<file path="src/rtl/nncs_pkg.sv">
// Package with the shared types and constants of the nearest-neighbor crop scaler.
`default_nettype none
package nncs_pkg;

   localparam int COMPONENTS = 3;
   localparam int COORD_BITS = 16;

   localparam int PIX_W   = 24;
   localparam int COORD_W = 16;
   localparam int ACC_W   = 32;
   localparam int CSR_IDX_W = 3;
   localparam int CSR_DATA_W = 32;

   localparam logic [PIX_W-1:0]   PIX_MASK   = PIX_W'((64'd1 << (8 * COMPONENTS)) - 64'd1);
   localparam logic [COORD_W-1:0] COORD_MASK = COORD_W'((32'd1 << COORD_BITS) - 32'd1);
   localparam logic [ACC_W-1:0]   ONE_Q16    = ACC_W'(32'h0001_0000);

   localparam logic [CSR_IDX_W-1:0] CSR_SOURCE_WIDTH = 3'd0;
   localparam logic [CSR_IDX_W-1:0] CSR_X_STEP       = 3'd1;
   localparam logic [CSR_IDX_W-1:0] CSR_Y_STEP       = 3'd2;
   localparam logic [CSR_IDX_W-1:0] CSR_COL_ORIGIN   = 3'd3;
   localparam logic [CSR_IDX_W-1:0] CSR_ROW_ORIGIN   = 3'd4;
   localparam logic [CSR_IDX_W-1:0] CSR_OUT_WIDTH    = 3'd5;
   localparam logic [CSR_IDX_W-1:0] CSR_OUT_HEIGHT   = 3'd6;

   typedef struct packed {
      logic [COORD_W-1:0] source_width;
      logic [ACC_W-1:0]   x_step;
      logic [ACC_W-1:0]   y_step;
      logic [ACC_W-1:0]   col_origin;
      logic [ACC_W-1:0]   row_origin;
      logic [COORD_W-1:0] out_width;
      logic [COORD_W-1:0] out_height;
   } cfg_type;

   typedef struct packed {
      logic [PIX_W-1:0]   out_pixel;
      logic [COORD_W-1:0] out_col;
      logic [COORD_W-1:0] out_row;
      logic               frame_done;
   } rsp_word_type;

   // Steps below one source pixel are treated as exactly one.
   function automatic logic [ACC_W-1:0] eff_step(input logic [ACC_W-1:0] s);
      return (s < ONE_Q16) ? ONE_Q16 : s;
   endfunction

   function automatic logic [ACC_W-1:0] sat_add(input logic [ACC_W-1:0] a,
                                                input logic [ACC_W-1:0] b);
      logic [ACC_W:0] s;
      s = {1'b0, a} + {1'b0, b};
      return s[ACC_W] ? {ACC_W{1'b1}} : s[ACC_W-1:0];
   endfunction

endpackage
`default_nettype wire

</file>
<file path="src/rtl/nncs_req_if.sv">
// Handshake interface carrying source pixel words into the scaler.
`default_nettype none
interface nncs_req_if;
   logic                      valid;
   logic                      ready;
   logic [nncs_pkg::PIX_W-1:0] pixel_value;
   logic                      frame_start;

   modport source (output valid, pixel_value, frame_start, input ready);
   modport sink   (input valid, pixel_value, frame_start, output ready);
endinterface
`default_nettype wire

</file>
<file path="src/rtl/nncs_rsp_if.sv">
// Handshake interface carrying selected pixel words out of the scaler.
`default_nettype none
interface nncs_rsp_if;
   logic                        valid;
   logic                        ready;
   logic [nncs_pkg::PIX_W-1:0]   out_pixel;
   logic [nncs_pkg::COORD_W-1:0] out_col;
   logic [nncs_pkg::COORD_W-1:0] out_row;
   logic                        frame_done;

   modport source (output valid, out_pixel, out_col, out_row, frame_done, input ready);
   modport sink   (input valid, out_pixel, out_col, out_row, frame_done, output ready);
endinterface
`default_nettype wire

</file>
<file path="src/rtl/nncs_select.sv">
// Raster position tracking and nearest-neighbor pixel selection.
`default_nettype none
module nncs_select (
   input  wire logic                        clock,
   input  wire logic                        reset,
   input  wire logic                        accept,
   input  wire logic [nncs_pkg::PIX_W-1:0]  pixel_value,
   input  wire logic                        frame_start,
   input  wire nncs_pkg::cfg_type           cfg,
   output      logic                        emit,
   output      nncs_pkg::rsp_word_type      word
);

   logic [nncs_pkg::COORD_W-1:0] src_col_ff, src_col_in;
   logic [nncs_pkg::COORD_W-1:0] src_row_ff, src_row_in;
   logic [nncs_pkg::COORD_W-1:0] out_col_ff, out_col_in;
   logic [nncs_pkg::COORD_W-1:0] out_row_ff, out_row_in;
   logic [nncs_pkg::ACC_W-1:0]   col_acc_ff, col_acc_in;
   logic [nncs_pkg::ACC_W-1:0]   row_acc_ff, row_acc_in;

   logic [nncs_pkg::COORD_W-1:0] cur_src_col, cur_src_row, cur_out_col, cur_out_row;
   logic [nncs_pkg::ACC_W-1:0]   cur_col_acc, cur_row_acc;
   logic [nncs_pkg::COORD_W-1:0] src_col_inc;
   logic                         row_hit;
   logic                         row_wrap;

   // A frame start restarts the scan before this pixel is examined.
   always_comb begin
      cur_src_col = frame_start ? '0 : src_col_ff;
      cur_src_row = frame_start ? '0 : src_row_ff;
      cur_out_col = frame_start ? '0 : out_col_ff;
      cur_out_row = frame_start ? '0 : out_row_ff;
      cur_col_acc = frame_start ? cfg.col_origin : col_acc_ff;
      cur_row_acc = frame_start ? cfg.row_origin : row_acc_ff;
   end

   assign row_hit = (cur_out_row < cfg.out_height) &&
                    (cur_src_row == cur_row_acc[nncs_pkg::ACC_W-1 -: nncs_pkg::COORD_W]);
   assign emit    = row_hit && (cur_out_col < cfg.out_width) &&
                    (cur_src_col == cur_col_acc[nncs_pkg::ACC_W-1 -: nncs_pkg::COORD_W]);

   // A source width of zero wraps after 65536 pixels through the 16-bit increment.
   assign src_col_inc = cur_src_col + nncs_pkg::COORD_W'(1);
   assign row_wrap    = (src_col_inc == cfg.source_width);

   always_comb begin
      word.out_pixel  = pixel_value & nncs_pkg::PIX_MASK;
      word.out_col    = cur_out_col & nncs_pkg::COORD_MASK;
      word.out_row    = cur_out_row & nncs_pkg::COORD_MASK;
      word.frame_done = ({1'b0, cur_out_col} + 17'd1 == {1'b0, cfg.out_width}) &&
                        ({1'b0, cur_out_row} + 17'd1 == {1'b0, cfg.out_height});
   end

   always_comb begin
      src_col_in = src_col_inc;
      src_row_in = cur_src_row;
      out_col_in = emit ? cur_out_col + nncs_pkg::COORD_W'(1) : cur_out_col;
      out_row_in = cur_out_row;
      col_acc_in = emit ? nncs_pkg::sat_add(cur_col_acc, nncs_pkg::eff_step(cfg.x_step))
                        : cur_col_acc;
      row_acc_in = cur_row_acc;
      if (row_wrap) begin
         src_col_in = '0;
         out_col_in = '0;
         col_acc_in = cfg.col_origin;
         if (row_hit) begin
            row_acc_in = nncs_pkg::sat_add(cur_row_acc, nncs_pkg::eff_step(cfg.y_step));
            out_row_in = cur_out_row + nncs_pkg::COORD_W'(1);
         end
         if (cur_src_row != {nncs_pkg::COORD_W{1'b1}}) begin
            src_row_in = cur_src_row + nncs_pkg::COORD_W'(1);
         end
      end
   end

   always_ff @(posedge clock) begin
      if (reset) begin
         src_col_ff <= '0;
         src_row_ff <= '0;
         out_col_ff <= '0;
         out_row_ff <= '0;
         col_acc_ff <= '0;
         row_acc_ff <= '0;
      end else if (accept) begin
         src_col_ff <= src_col_in;
         src_row_ff <= src_row_in;
         out_col_ff <= out_col_in;
         out_row_ff <= out_row_in;
         col_acc_ff <= col_acc_in;
         row_acc_ff <= row_acc_in;
      end
   end

endmodule
`default_nettype wire

</file>
<file path="src/rtl/nearest_neighbor_crop_scaler.sv">
// Top level of the nearest-neighbor crop scaler: registers, selection and output staging.
//
// Source pixels enter on req_bus in raster order, one word per accepted
// handshake; frame_start marks the first pixel of a frame and restarts the
// scan. Only the pixels picked by nearest-neighbor sampling with the crop
// origins leave on rsp_bus, each with its output column, row and a
// frame_done mark on the last pixel of the frame.
// One pixel is accepted every cycle while the skid is empty; a selected
// pixel is presented on rsp_bus from the output register. The selection compare
// and the accumulator add sit between the input handshake and the output register.
// When the receiver stalls, a one-word skid register takes the next
// selected pixel, and req_bus.ready drops only once that skid is full, so
// the ready path is registered.
// Configuration is written through csr_we, csr_index and csr_wdata; the user
// must write it only while no frame is in flight, which the block does not
// enforce. Synchronous reset loads the register defaults (unit steps, zero
// origins, 1x1 output), clears the scan counters and empties the output stages.
`default_nettype none
module nearest_neighbor_crop_scaler (
   input  wire logic                               clock,
   input  wire logic                               reset,
   nncs_req_if.sink                                req_bus,
   nncs_rsp_if.source                              rsp_bus,
   input  wire logic                               csr_we,
   input  wire logic [nncs_pkg::CSR_IDX_W-1:0]     csr_index,
   input  wire logic [nncs_pkg::CSR_DATA_W-1:0]    csr_wdata
);

   nncs_pkg::cfg_type      cfg_ff;
   nncs_pkg::rsp_word_type new_word;
   nncs_pkg::rsp_word_type out_word_ff;
   nncs_pkg::rsp_word_type skid_word_ff;
   logic                   out_valid_ff, out_valid_in;
   logic                   skid_valid_ff, skid_valid_in;
   logic                   emit;
   logic                   req_take;
   logic                   rsp_take;

   // Configuration registers.
   always_ff @(posedge clock) begin
      if (reset) begin
         cfg_ff.source_width <= nncs_pkg::COORD_W'(1);
         cfg_ff.x_step       <= nncs_pkg::ONE_Q16;
         cfg_ff.y_step       <= nncs_pkg::ONE_Q16;
         cfg_ff.col_origin   <= '0;
         cfg_ff.row_origin   <= '0;
         cfg_ff.out_width    <= nncs_pkg::COORD_W'(1);
         cfg_ff.out_height   <= nncs_pkg::COORD_W'(1);
      end else if (csr_we) begin
         unique case (csr_index)
            nncs_pkg::CSR_SOURCE_WIDTH: cfg_ff.source_width <= csr_wdata[nncs_pkg::COORD_W-1:0];
            nncs_pkg::CSR_X_STEP:       cfg_ff.x_step       <= csr_wdata;
            nncs_pkg::CSR_Y_STEP:       cfg_ff.y_step       <= csr_wdata;
            nncs_pkg::CSR_COL_ORIGIN:   cfg_ff.col_origin   <= csr_wdata;
            nncs_pkg::CSR_ROW_ORIGIN:   cfg_ff.row_origin   <= csr_wdata;
            nncs_pkg::CSR_OUT_WIDTH:    cfg_ff.out_width    <= csr_wdata[nncs_pkg::COORD_W-1:0];
            nncs_pkg::CSR_OUT_HEIGHT:   cfg_ff.out_height   <= csr_wdata[nncs_pkg::COORD_W-1:0];
            default: ;
         endcase
      end
   end

   assign req_bus.ready = !skid_valid_ff;
   assign req_take      = req_bus.valid && req_bus.ready;
   assign rsp_take      = out_valid_ff && rsp_bus.ready;

   nncs_select u_select (
      .clock       (clock),
      .reset       (reset),
      .accept      (req_take),
      .pixel_value (req_bus.pixel_value),
      .frame_start (req_bus.frame_start),
      .cfg         (cfg_ff),
      .emit        (emit),
      .word        (new_word)
   );

   // Output register plus one skid word.
   always_comb begin
      out_valid_in  = out_valid_ff;
      skid_valid_in = skid_valid_ff;
      if (skid_valid_ff) begin
         if (rsp_take) begin
            out_valid_in  = 1'b1;
            skid_valid_in = 1'b0;
         end
      end else if (out_valid_ff && !rsp_take) begin
         skid_valid_in = req_take && emit;
      end else begin
         out_valid_in = req_take && emit;
      end
   end

   always_ff @(posedge clock) begin
      if (reset) begin
         out_valid_ff  <= 1'b0;
         skid_valid_ff <= 1'b0;
      end else begin
         out_valid_ff  <= out_valid_in;
         skid_valid_ff <= skid_valid_in;
      end
   end

   always_ff @(posedge clock) begin
      if (skid_valid_ff) begin
         if (rsp_take) begin
            out_word_ff <= skid_word_ff;
         end
      end else if (out_valid_ff && !rsp_take) begin
         if (req_take && emit) begin
            skid_word_ff <= new_word;
         end
      end else if (req_take && emit) begin
         out_word_ff <= new_word;
      end
   end

   assign rsp_bus.valid      = out_valid_ff;
   assign rsp_bus.out_pixel  = out_word_ff.out_pixel;
   assign rsp_bus.out_col    = out_word_ff.out_col;
   assign rsp_bus.out_row    = out_word_ff.out_row;
   assign rsp_bus.frame_done = out_word_ff.frame_done;

   // The skid word is only ever filled behind a waiting output word.
   skid_behind_out: assert property (@(posedge clock) disable iff (reset)
      skid_valid_ff |-> out_valid_ff)
      else $error("skid word held with empty output register");

   // A taken output with a full skid must be refilled from the skid.
   skid_drains: assert property (@(posedge clock) disable iff (reset)
      (skid_valid_ff && rsp_take) |=> (out_valid_ff && !skid_valid_ff &&
                                       out_word_ff == $past(skid_word_ff)))
      else $error("skid word not moved into output register");

   // An emitted pixel accepted while the output is stalled lands in the skid.
   stall_to_skid: assert property (@(posedge clock) disable iff (reset)
      (req_take && emit && out_valid_ff && !rsp_bus.ready) |=> skid_valid_ff)
      else $error("selected pixel lost during output stall");

endmodule
`default_nettype wire
</file>
<file path="src/flat_wrapper.sv">
// flat-port wrapper written by rule: the top's interface ports become plain ports
module nearest_neighbor_crop_scaler_flat 
  (clock, reset, csr_we, csr_index, csr_wdata, req_bus_valid, req_bus_pixel_value, req_bus_frame_start, req_bus_ready, rsp_bus_valid, rsp_bus_out_pixel, rsp_bus_out_col, rsp_bus_out_row, rsp_bus_frame_done, rsp_bus_ready);
  nncs_req_if req_bus_i ();
  nncs_rsp_if rsp_bus_i ();
  input  wire logic clock;
  input  wire logic reset;
  input  wire logic csr_we;
  input  wire logic [nncs_pkg::CSR_IDX_W-1:0] csr_index;
  input  wire logic [nncs_pkg::CSR_DATA_W-1:0] csr_wdata;
  input wire logic [$bits(req_bus_i.valid)-1:0] req_bus_valid;
  input wire logic [$bits(req_bus_i.pixel_value)-1:0] req_bus_pixel_value;
  input wire logic [$bits(req_bus_i.frame_start)-1:0] req_bus_frame_start;
  output wire logic [$bits(req_bus_i.ready)-1:0] req_bus_ready;
  output wire logic [$bits(rsp_bus_i.valid)-1:0] rsp_bus_valid;
  output wire logic [$bits(rsp_bus_i.out_pixel)-1:0] rsp_bus_out_pixel;
  output wire logic [$bits(rsp_bus_i.out_col)-1:0] rsp_bus_out_col;
  output wire logic [$bits(rsp_bus_i.out_row)-1:0] rsp_bus_out_row;
  output wire logic [$bits(rsp_bus_i.frame_done)-1:0] rsp_bus_frame_done;
  input wire logic [$bits(rsp_bus_i.ready)-1:0] rsp_bus_ready;
  assign req_bus_i.valid = req_bus_valid;
  assign req_bus_i.pixel_value = req_bus_pixel_value;
  assign req_bus_i.frame_start = req_bus_frame_start;
  assign req_bus_ready = req_bus_i.ready;
  assign rsp_bus_valid = rsp_bus_i.valid;
  assign rsp_bus_out_pixel = rsp_bus_i.out_pixel;
  assign rsp_bus_out_col = rsp_bus_i.out_col;
  assign rsp_bus_out_row = rsp_bus_i.out_row;
  assign rsp_bus_frame_done = rsp_bus_i.frame_done;
  assign rsp_bus_i.ready = rsp_bus_ready;
  nearest_neighbor_crop_scaler u_core (.clock(clock), .reset(reset), .req_bus(req_bus_i), .rsp_bus(rsp_bus_i), .csr_we(csr_we), .csr_index(csr_index), .csr_wdata(csr_wdata));
endmodule
</file>
<file path="config.mk">
export PLATFORM = sky130hd
export DESIGN_NAME = nearest_neighbor_crop_scaler_flat
export DESIGN_NICKNAME = d
export VERILOG_FILES = /design/src/rtl/nncs_pkg.sv /design/src/rtl/nncs_req_if.sv /design/src/rtl/nncs_rsp_if.sv /design/src/rtl/nncs_select.sv /design/src/rtl/nearest_neighbor_crop_scaler.sv /design/src/flat_wrapper.sv
export SDC_FILE = /design/constraint.sdc
export NUM_CORES = 1
export LEC_CHECK = 0
export BUFFER_PORTS_ARGS = -buffer_cell sky130_fd_sc_hd__buf_2
export CORE_MARGIN = 2
export CORE_UTILIZATION = 62
export DETAILED_ROUTE_END_ITERATION = 12
export GPL_ROUTABILITY_DRIVEN = 1
export PLACE_DENSITY = 0.89
export RECOVER_POWER = 50
export SLEW_MARGIN = 20
export SYNTH_ARGS = -nofsm -noshare
export SYNTH_HDL_FRONTEND = slang
export SYNTH_HIERARCHICAL = 1
export SYNTH_SLANG_ARGS = --single-unit
</file>
<file path="constraint.sdc">
create_clock -name clock -period 14.3 [get_ports clock]
set_input_delay 2.145 -clock clock [delete_from_list [all_inputs] [get_ports clock]]
set_output_delay 2.145 -clock clock [all_outputs]
set_load 0.005 [all_outputs]
</file>
## Word-level counts from Yosys, hierarchy flattened

Index checks and enable logic that the tools add are counted.

- $lt $le $gt $ge: 4
- Multipliers: 0
- Shift-type cells: 0
- Multiplexer cells: 31
- $add $sub $neg: 8
- Bitwise operators: 1
- Reduce and logical (&&, ||, !) cells: 22
- Div/mod/pow operators: 0
- Equal/unequal tests: 14

Operator list:

| kind | number |
|---|---|
| $mux W32 | 10 |
| $mux W57 | 4 |
| $mux W16 | 11 |
| $add A32 B32 Y33 | 2 |
| $add A16 B1 Y16 const B | 4 |
| $lt A32 B17 Y1 const B | 2 |
| $eq A16 B16 Y1 | 3 |
| $add A16 B1 Y17 const B | 2 |
| $eq A17 B16 Y1 | 2 |
| $lt A16 B16 Y1 | 2 |
| $ne A16 B16 Y1 const B | 1 |
| $reduce_and A2 Y1 | 8 |
| $eq A3 B3 Y1 const B | 3 |
| $logic_and A1 B1 Y1 | 8 |
| $eq A3 B2 Y1 const B | 2 |
| $mux W1 | 6 |
| $reduce_and A3 Y1 | 2 |
| $eq A3 B1 Y1 const B | 1 |
| $logic_not A3 Y1 | 1 |
| $logic_not A1 Y1 | 2 |
| $ne A2 B1 Y1 const B | 1 |
| $ne A2 B2 Y1 const B | 1 |
| $reduce_bool A2 Y1 | 1 |
| $not A1 Y1 | 1 |

- ROM bits: 0
- Output and inout port bits: 59
- Word-level logic and storage cells: 103
- Memories kept: 0
- RAM bits: 0
- Bits in latches: 0
- Register bits after elaboration: 420
- Input port bits: 65

## Depth between registers and ports, before layout

Gate-level depths: netlist of run 1.

- Depth in word-level cells: 9
- Mapped depth: 23

## Modules after synthesis

Netlist of run 1, hierarchy kept.

By module, submodules not included:

| module | sequential area each (µm²) | cells an instance | area an instance (µm²) | times used |
|---|---|---|---|---|
| nncs_select | 2562.5 | 1893 | 13852.0 | 1 |
| nearest_neighbor_crop_scaler | 6986.7 | 968 | 10403.7 | 1 |

## Worst setup path after synthesis of run 1

Ideal clock, no wire load.

- Kind: input -> register
- From: input port req_bus_frame_start
- To: register u_core/skid_word_ff[0] (netlist name), enable pin
- Path buffers: 11
- Setup slack: 3.353 ns
- Data arrival time: 10.392 ns
- Stages: 20
- Cell sequence: buf_2 buf_2 buf_2 buf_2 buf_1 buf_2 buf_1 clkbuf_1 buf_1 nor2b_1 ha_1 a2111oi_0 nand4_1 or3_1 buf_2 or2_1 inv_2 buf_2 nand3_1 nor3b_1

RTL lines:

| item | RTL line | source |
|---|---|---|
| from (decl) | flat_wrapper.sv:13 | `input wire logic [$bits(req_bus_i.frame_start)-1:0] req_bus_frame_start;` |
| to (signal assigned) | nearest_neighbor_crop_scaler.sv:111 | `skid_word_ff <= new_word;` |
| to (decl) | nearest_neighbor_crop_scaler.sv:32 | `nncs_pkg::rsp_word_type skid_word_ff;` |

## Final worst setup path of run 1

- From: input port req_bus_frame_start
- To: register u_core/skid_word_ff[45] (netlist name), enable pin

- Cells in the longest elaborated chain, start to end: 7
- Elaborated cells on any way between the ends: 15
- Those cells by class: 2 x order compare; 2 x eq/ne; 6 x mux; 5 x reduce/logical

RTL lines:

| item | RTL line | source |
|---|---|---|
| $mux W16 (tied with other cells) | nncs_select.sv:32 | `cur_out_row = frame_start ? '0 : out_row_ff;` |
| $lt A16 B16 Y1 / $eq A16 B16 Y1 (equally long branches) | nncs_select.sv:37, nncs_select.sv:38 |  |
| $logic_and A1 B1 Y1 | nncs_select.sv:37 | `assign row_hit = (cur_out_row < cfg.out_height) &&` |
| $logic_and A1 B1 Y1 | nncs_select.sv:39 | `assign emit = row_hit && (cur_out_col < cfg.out_width) &&` |
| $logic_and A1 B1 Y1 (*) | nncs_select.sv:39 |  |
| net u_core.emit | nearest_neighbor_crop_scaler.sv:35 | `logic emit;` |
| $logic_and A1 B1 Y1 (*) | nearest_neighbor_crop_scaler.sv:110 | `if (req_take && emit) begin` |
| $reduce_and A3 Y1 (no line) (*) | n/a |  |

The timed path passes the listed nets; every way through them passes the cells marked *.
A chain may end at the register's enable or synchronous reset.

==> out/metrics.csv, run 1 <==
stage,metric,value,unit
sta,hold_viol,0,
die,rows,72,
status,status,"finished, violations left",
sta,maxSlewHeadroom,-245,%
clocking,clk_path_buf_depth,3,
synth,syn_nets,3028,
placement,detailed_place_hpwl,48700,um
global_routing,grt_pass1_vias,20600,
sta,maxClockFrequency,0.0990,GHz
clocking,cts_resized,0,
routing,wire_per_inst,21.1,um
routing,first_iter_violations,2115,
global_routing,gr-total-overflow,0,
power_and_ir_drop,cellLeakagePower,9.86,nW
die,ios,124,
final_layout,layout_common_cells,"505 x nand2_1, 321 x a21oi_1, 305 x dfxtp_1",
global_routing,antenna_found_initial,5,
final_layout,final_common_cell,nand2_1,
final_layout,diodes,0,
worst_setup_path,path_common_cell,buf_4,
sta,setup_tns,0,ns
job,max-cap-violations,5,
sta,fin_crit_sh,70.7,%
placement,gp_congestion,0.990,
power_and_ir_drop,power,2.77,mW
worst_setup_path,crit_type,primary input to register,
die,chipWidth,202,um
die,dieArea,40700,um^2
sta,tightestPinTransition,5.18,ns
global_routing,busiest_layer,met2,
routing,drt_drc_violations_left,0,
hold_path,hold_path_class,register to register,
global_routing,global_route.usage.met2,54.6,%
power_and_ir_drop,vdd_drop_max,0.109,mV
synth,ys_types,88,
worst_setup_path,crit_chain,clkbuf_1 -> inv_1 -> buf_4 -> or3_1 -> o2bb2a_1 -> o2111ai_1 -> nor4_1 -> o211ai_1 -> or2_1 -> inv_2 -> nand3_1 -> nor3b_2 -> buf_4,
die,fp.coreArea,38600,um^2
clocking,cts-root-buf,clkbuf_16,
sta,final_max_slew_viol_count,382,
sta,finalSetupViolations,0,
worst_setup_path,crit_fanout,73,
sta,finClkSkew,0.0239,ns
worst_setup_path,cpLargestDelayFamily,buffers and inverters,
worst_setup_path,start_kind,primary input,
placement,port_buffers,123,
sta,rsz0062_at_grt,false,
routing,via_per_inst,6.42,
sta,setup_ws,4.20,ns
clocking,path_clk_slew,0.06,ns
synth,synth_edf_count,114,
clocking,cts_buffers,46,
routing,drt_first_pass_iters,6,
global_routing,grtUsageMet3,5.64,%
worst_setup_path,cp.arrival,10.33,ns
routing,vias,21700,
clocking,clkLatencyLatePin,0.59,ns
synth,synth-seq-area-share,39.4,%
final_layout,area_growth_syn_to_layout,7.61,%
clocking,holdBufCountCts,0,
clocking,htreeDepth,2,
clocking,clkSinkCount,420,
die,start_util,62.8,%
synth,netlist_area,24300,um^2
sta,fin_crit,10.10,ns
synth,yosys_warnings,6,
worst_setup_path,required,14.52,ns
status,violations,"max-capacitance violations, max-slew violations",
final_layout,fin_cells,3378,
clocking,post-cts-setup-buffer-count,0,
sta,holdWs,0.448,ns
synth,synth-seq-cells,420,
clocking,cts_tree,done,
worst_setup_path,end_kind,register,
routing,wl,71200,um
synth,synthCells,2861,
final_layout,drive_above_1_share,11.4,%
global_routing,grt_pass1_wl,112000,um
die,die_height,202,um
global_routing,track_usage,34.3,%
synth,ys_async_sr_fraction,0,%
routing,antenna_left,0,
worst_setup_path,slowest_delay,2.15,ns
placement,dp.cells,3295,
worst_setup_path,critPathSlowestCell,clkbuf_1,
power_and_ir_drop,power.density,106,nW/um^2
placement,pre_cts_slack,6.13,ns
synth,synth_ff_type,dfxtp_1,
global_routing,use_met1,45.7,%
global_routing,grt_max_degree,112,
synth,avgSynthCellArea,8.48,um^2
final_layout,fin_nets,2993,
worst_setup_path,critPathBufInv,5,
==> layout make-up <==
type	instances	area, um^2
multi-input combinational	2120	13300
clock buffer	61	1290
sequential	420	9550
tap	518	648
fill	3137	12500
timing repair buffer	146	733
clock inverter	21	208
inverter	92	345
==> synthesized netlist by cell type (20+ instances only) <==
cell / count / area (um^2)
nand2_1: 505 / 1900
a21oi_1: 321 / 1610
dfxtp_1: 306 / 6130
nor2_1: 135 / 507
o21ai_0: 130 / 651
clkbuf_1: 129 / 484
edfxtp_1: 114 / 3420
mux2_2: 107 / 1200
ha_1: 100 / 1250
inv_1: 91 / 342
xnor2_1: 90 / 788
nor2b_1: 53 / 332
buf_2: 52 / 260
and2_1: 44 / 275
nand3_1: 43 / 215
a21o_1: 41 / 308
xor2_1: 41 / 359
nand4_1: 40 / 250
buf_4: 32 / 240
nor4_1: 30 / 188
o211ai_1: 30 / 225
nor3_1: 27 / 135
a211oi_1: 26 / 195
nand2b_1: 23 / 144
and3_1: 22 / 138
a31oi_1: 20 / 125
==> path summary, 6_finish.rpt <==
path	from	end	slack, ns	depth (start not counted)
min	u_core/cfg_ff[135]	u_core/cfg_ff[135]	0.45	2
max reg2reg	u_core/u_select/out_row_ff[9]	u_core/skid_word_ff[45]	8.52	13
max	req_bus_frame_start	u_core/skid_word_ff[45]	4.20	13
min reg2reg	u_core/cfg_ff[135]	u_core/cfg_ff[135]	0.45	2
==> sequential cells by signal (all words and copies together), names as in the netlist <==
name                        count
u_core/rsp_bus.out_row         16
u_core/u_select/row_acc_ff     32
u_core/rsp_bus.out_col         16
u_core/skid_word_ff            57
u_core/u_select/out_col_ff     16
u_core/rsp_bus.frame_done       1
u_core/skid_valid_ff            1
u_core/u_select/out_row_ff     16
u_core/u_select/src_col_ff     16
u_core/rsp_bus.out_pixel       24
u_core/rsp_bus.valid            1
u_core/u_select/src_row_ff     16
u_core/u_select/col_acc_ff     32
u_core/cfg_ff                 176
==> worst reg2reg max path, cell delays in order (launching register included) <==
cell	delay [ns]
dfxtp_1	0.35
nor2b_1	0.33
ha_1	0.34
a211o_1	0.26
a21oi_1	0.11
o21ai_0	0.10
o211ai_1	0.23
a211oi_1	0.15
or3_1	0.50
or2_1	0.61
inv_2	0.64
nand3_1	0.27
nor3b_2	0.86
buf_4	0.63
==> metal layers <==
metal  wire length (um)  up-vias
met5                 77        -
met4               3280       10
met3               6530      214
met2              32100     1152
met1              29200    10200
li1                   -    10100
==> report_power, final <==
part	internal, mW	switching [mW]
Clock	0.689	0.492
Sequential	1.25	0.0231
Combinational	0.100	0.219
==> cells by family (layout without fill, tap and decap cells) <==
kind of cell	after synthesis	in the layout	share of synthesized area, %
XOR/XNOR	131	131	4.73
flip-flops	420	420	39.4
AND/OR/NAND/NOR	1002	1002	19.8
multiplexers	125	125	5.71
AO/OA/AOI/OAI	760	760	19.2
buffers and inverters	321	320	5.85
adder cells (fa/ha/maj)	102	102	5.32
==> through the flow <==
| step | util [%] | cell area (um^2) |
|---|---|---|
| 2_1_floorplan | - | 24300 |
| 3_3_place_gp | 63.8 | 24700 |
| 3_5_place_dp | 63.8 | 24700 |
| 4_1_cts | 67.7 | 26200 |
| 5_1_grt | 67.5 | 26100 |
| 6_report | 67.5 | 26100 |
Power figures use the tool's default switching activity.
==> run 2: changes to the inputs <==
--- a/config.mk
+++ b/config.mk
@@ -5,9 +5,10 @@
 export SDC_FILE = /design/constraint.sdc
 export NUM_CORES = 1
 export LEC_CHECK = 0
+export ABC_AREA = 1
 export BUFFER_PORTS_ARGS = -buffer_cell sky130_fd_sc_hd__buf_2
 export CORE_MARGIN = 2
-export CORE_UTILIZATION = 62
+export CORE_UTILIZATION = 63
 export DETAILED_ROUTE_END_ITERATION = 12
 export GPL_ROUTABILITY_DRIVEN = 1
 export PLACE_DENSITY = 0.89
==> constraint.sdc (replaced) <==
create_clock -name clock -period 10.4 [get_ports clock]
set_input_delay 1.56 -clock clock [delete_from_list [all_inputs] [get_ports clock]]
set_output_delay 1.56 -clock clock [all_outputs]
set_load 0.005 [all_outputs]
==> run 2 against run 1 <==
  * Final area increased by 17%
  * Critical path depth decreased by 8
  * Utilization about the same
  * The flow still finishes with violations (max-capacitance violations, max-slew violations)
  * Die area increased by 17%
  * Highest routed layer is now met4
==> out/metrics.csv, run 2 <==
stage,metric,value,unit,change
sta,finClkSkew,0.0204,ns,-0.00355 ns
routing,wl,87200,um,+22%
global_routing,grt_max_degree,99,,-12%
worst_setup_path,worstReg2RegStart,u_core/cfg_ff[158],,
clocking,cts_tree,done,,
worst_setup_path,crit_fanout,98,,+34%
power_and_ir_drop,combPwrFrac,14.4,%,+2.9 points
global_routing,gr-total-overflow,0,,unchanged
synth,synth_top_cell_by_area,nand2_1,,
clocking,cts_resized,0,,unchanged
job,max-cap-violations,5,,unchanged
worst_setup_path,cp.arrival,8.40,ns,-1.93 ns
worst_setup_path,rr_endpoint,u_core/u_select/col_acc_ff[14],,
global_routing,track_usage,36.1,%,+1.8 points
clocking,cts-root-buf,clkbuf_16,,
power_and_ir_drop,p_int,2.73,mW,+34%
power_and_ir_drop,cellLeakagePower,15.2,nW,+54%
routing,antenna_left,0,,unchanged
power_and_ir_drop,power_switching,1.14,mW,+55%
final_layout,largest_register,u_core/cfg_ff,,
synth,synth_edf_count,114,,unchanged
die,die_height,218,um,+8.1%
clocking,post-cts-setup-buffer-count,0,,unchanged
routing,vias,29800,,+38%
die,ios,124,,unchanged
clocking,clk_path_buf_depth,3,,unchanged
power_and_ir_drop,vdd_drop_max,0.123,mV,+13%
clocking,clkSinkCount,420,,unchanged
routing,top_layer_used,met4,,
status,violations,"max-capacitance violations, max-slew violations",,
power_and_ir_drop,sw_frac_of_total,29.4,%,+2.9 points
sta,maxSlewHeadroom,-97.5,%,+150 points
synth,synth_area_leaders,"nand2_1 26%, dfxtp_1 21%, edfxtp_1 12%",,
synth,synth_top_area_share,26.1,%,+0.86 points
final_layout,fin_nets,4922,,+64%
sta,setup_tns,0,ns,unchanged
synth,ys_async_sr_fraction,0,%,unchanged
sta,hold_viol,0,,unchanged
routing,via_per_inst,5.54,,-14%
routing,drt-met1-wl,35000,um,+20%
routing,drt_first_pass_iters,6,,unchanged
placement,detailed_place_hpwl,61500,um,+26%
worst_setup_path,crit_type,primary input to register,,
sta,fin_crit_sh,76.1,%,
sta,maxClockFrequency,0.126,GHz,
clocking,path_clk_slew,0.06,ns,about the same
die,chipWidth,218,um,+8.1%
placement,port_buffers,123,,unchanged
power_and_ir_drop,p_clk_share,40.7,%,-2.0 points
routing,wire_per_inst,16.2,um,-23%
sta,rsz0062_at_grt,false,,
final_layout,largest_register_ffs,176,,unchanged
synth,synth_ff_type,dfxtp_1,,
synth,synth.most_common_cell,nand2_1,,
clocking,clkLatencyLatePin,0.61,ns,+0.02 ns
sta,final_max_slew_viol_count,293,,-23%
sta,tightestPinTransition,2.96,ns,-2.21 ns
clocking,holdBufCountCts,0,,unchanged
sta,fin_crit,7.92,ns,
die,start_util,63.7,%,+0.93 points
routing,wl_met3,7420,um,+14%
die,rows,78,,+8.3%
hold_path,whs_endpoint,u_core/u_select/row_acc_ff[5],,
synth,synth-seq-area-share,33.0,%,-6.3 points
final_layout,final_area,30600,um^2,+17%
final_layout,drive_above_1_share,4.51,%,-6.9 points
synth,avgSynthCellArea,6.01,um^2,-29%
die,fp.coreArea,45400,um^2,+17%
routing,wl_met2,40500,um,+26%
hold_path,hold_depth,2,,unchanged
synth,synthCells,4809,,+68%
clocking,htreeDepth,2,,unchanged
placement,gp_congestion,0.985,,-0.57%
placement,placed_area,29300,um^2,+19%
status,status,"finished, violations left",,
final_layout,final_common_cell,nand2_1,,
synth,synth-seq-cells,420,,unchanged
worst_setup_path,end_kind,register,,
routing,drt_drc_violations_left,0,,unchanged
worst_setup_path,start_kind,primary input,,
clocking,cts_buffers,44,,-4.3%
synth,synth_commonest_cells,"2011 x nand2_1, 577 x nor2_1, 547 x inv_1",,
power_and_ir_drop,power_frac_seq,44.9,%,-0.9 points
worst_setup_path,reg2regPathDepth,20,,+7
routing,first_iter_violations,3567,,+69%
final_layout,largestRegisters,"u_core/cfg_ff (176), u_core/skid_word_ff (57)",,
synth,ys_types,40,,-55%
final_layout,area_growth_syn_to_layout,6.03,%,
global_routing,antenna_found_initial,0,,-5
power_and_ir_drop,power.density,126,nW/um^2,+19%
synth,netlist_area,28900,um^2,+19%
hold_path,hold_path_startpoint,u_core/u_select/row_acc_ff[5],,
sta,finalSetupViolations,0,,unchanged
global_routing,grt_pass1_vias,27400,,+33%
worst_setup_path,reg2reg_slack,5.89,ns,-2.63 ns
final_layout,layout_common_cells,"2010 x nand2_1, 575 x nor2_1, 543 x inv_1",,
worst_setup_path,required,10.88,ns,-3.64 ns
synth,yosys_warnings,6,,unchanged
synth,syn_nets,4976,,+64%
hold_path,hold_path_class,register to register,,
die,dieArea,47600,um^2,+17%
global_routing,grt_pass1_wl,138000,um,+24%
run 2: metal layers:
| metal | GRT usage [%] | up-vias |
|---|---|---|
| li1 | - | 14800 |
| met1 | 45.7 | 13400 |
| met2 | 60.6 | 1421 |
| met3 | 4.82 | 260 |
| met4 | 17.5 | 0 |
| met5 | 0 | - |
run 2: cell type report:
| class | count | area [um^2] |
|---|---|---|
| Clock inverter | 15 | 140 |
| Multi-Input combinational cell | 3588 | 16100 |
| Antenna cell | 1 | 2.50 |
| Timing Repair Buffer | 145 | 709 |
| Tap cell | 600 | 751 |
| Inverter | 556 | 2090 |
| Sequential cell | 420 | 9550 |
| Clock buffer | 64 | 1290 |
| Fill cell | 4122 | 14700 |
run 2: logic make-up (layout without fill, tap and decap cells):
logic type / Yosys count / count (layout) / synth area share (%)
adders and majority gates: 102 / 102 / 4.47
DFF: 420 / 420 / 33.0
AOI/OAI and AO/OA: 310 / 310 / 5.48
other: 0 / 1 / 0
and+or+nand+nor: 3113 / 3113 / 43.7
xor gates and xnor gates: 63 / 63 / 1.96
buffers and inverters: 801 / 780 / 11.4
run 2: metrics by stage:
stage | worst slack, ns | power, mW | hold WS, ns | std cells | utilization [%]
6_report | 2.48 | 3.87 | 0.466 | 5389 | 67.5
5_1_grt | 2.03 | 3.99 | 0.478 | 5388 | 67.5
3_3_place_gp | 3.72 | 2.30 | 0.451 | 5309 | 64.5
4_1_cts | 4.20 | 3.87 | 0.465 | 5388 | 67.7
2_1_floorplan | 3.46 | 2.16 | 0.445 | 4809 | -
3_5_place_dp | 3.57 | 2.31 | 0.456 | 5309 | 64.5
run 2: how the worst max path moves through the flow:
stage                   startpoint                          end  slack [ns]  depth (start not counted)
2_1_floorplan  req_bus_frame_start       u_core/skid_word_ff[0]        3.46                         17
3_3_place_gp   req_bus_frame_start  u_core/rsp_bus.out_pixel[1]        3.72                         19
3_5_place_dp   req_bus_frame_start  u_core/rsp_bus.out_pixel[1]        3.57                         19
4_1_cts        req_bus_frame_start  u_core/rsp_bus.out_pixel[9]        4.20                         19
5_1_grt                      reset            u_core/cfg_ff[48]        2.03                          5
6_report                     reset            u_core/cfg_ff[48]        2.48                          5
run 2: power by group through the flow:
stage               registers (mW)  logic (mW)  clock network, mW
floorplan                     1.76       0.398                  0
global placement              1.77       0.525                  0
detailed placement            1.77       0.532                  0
CTS                           1.74       0.537               1.59
global route                  1.74       0.602               1.65
finish                        1.74       0.556               1.58
run 2: critical path, cell delays in order:
cell and delay, ns:
clkbuf_1 2.05, clkinvlp_2 3.27, buf_4 1.10, o21ai_0 0.28, nor2_1 0.08
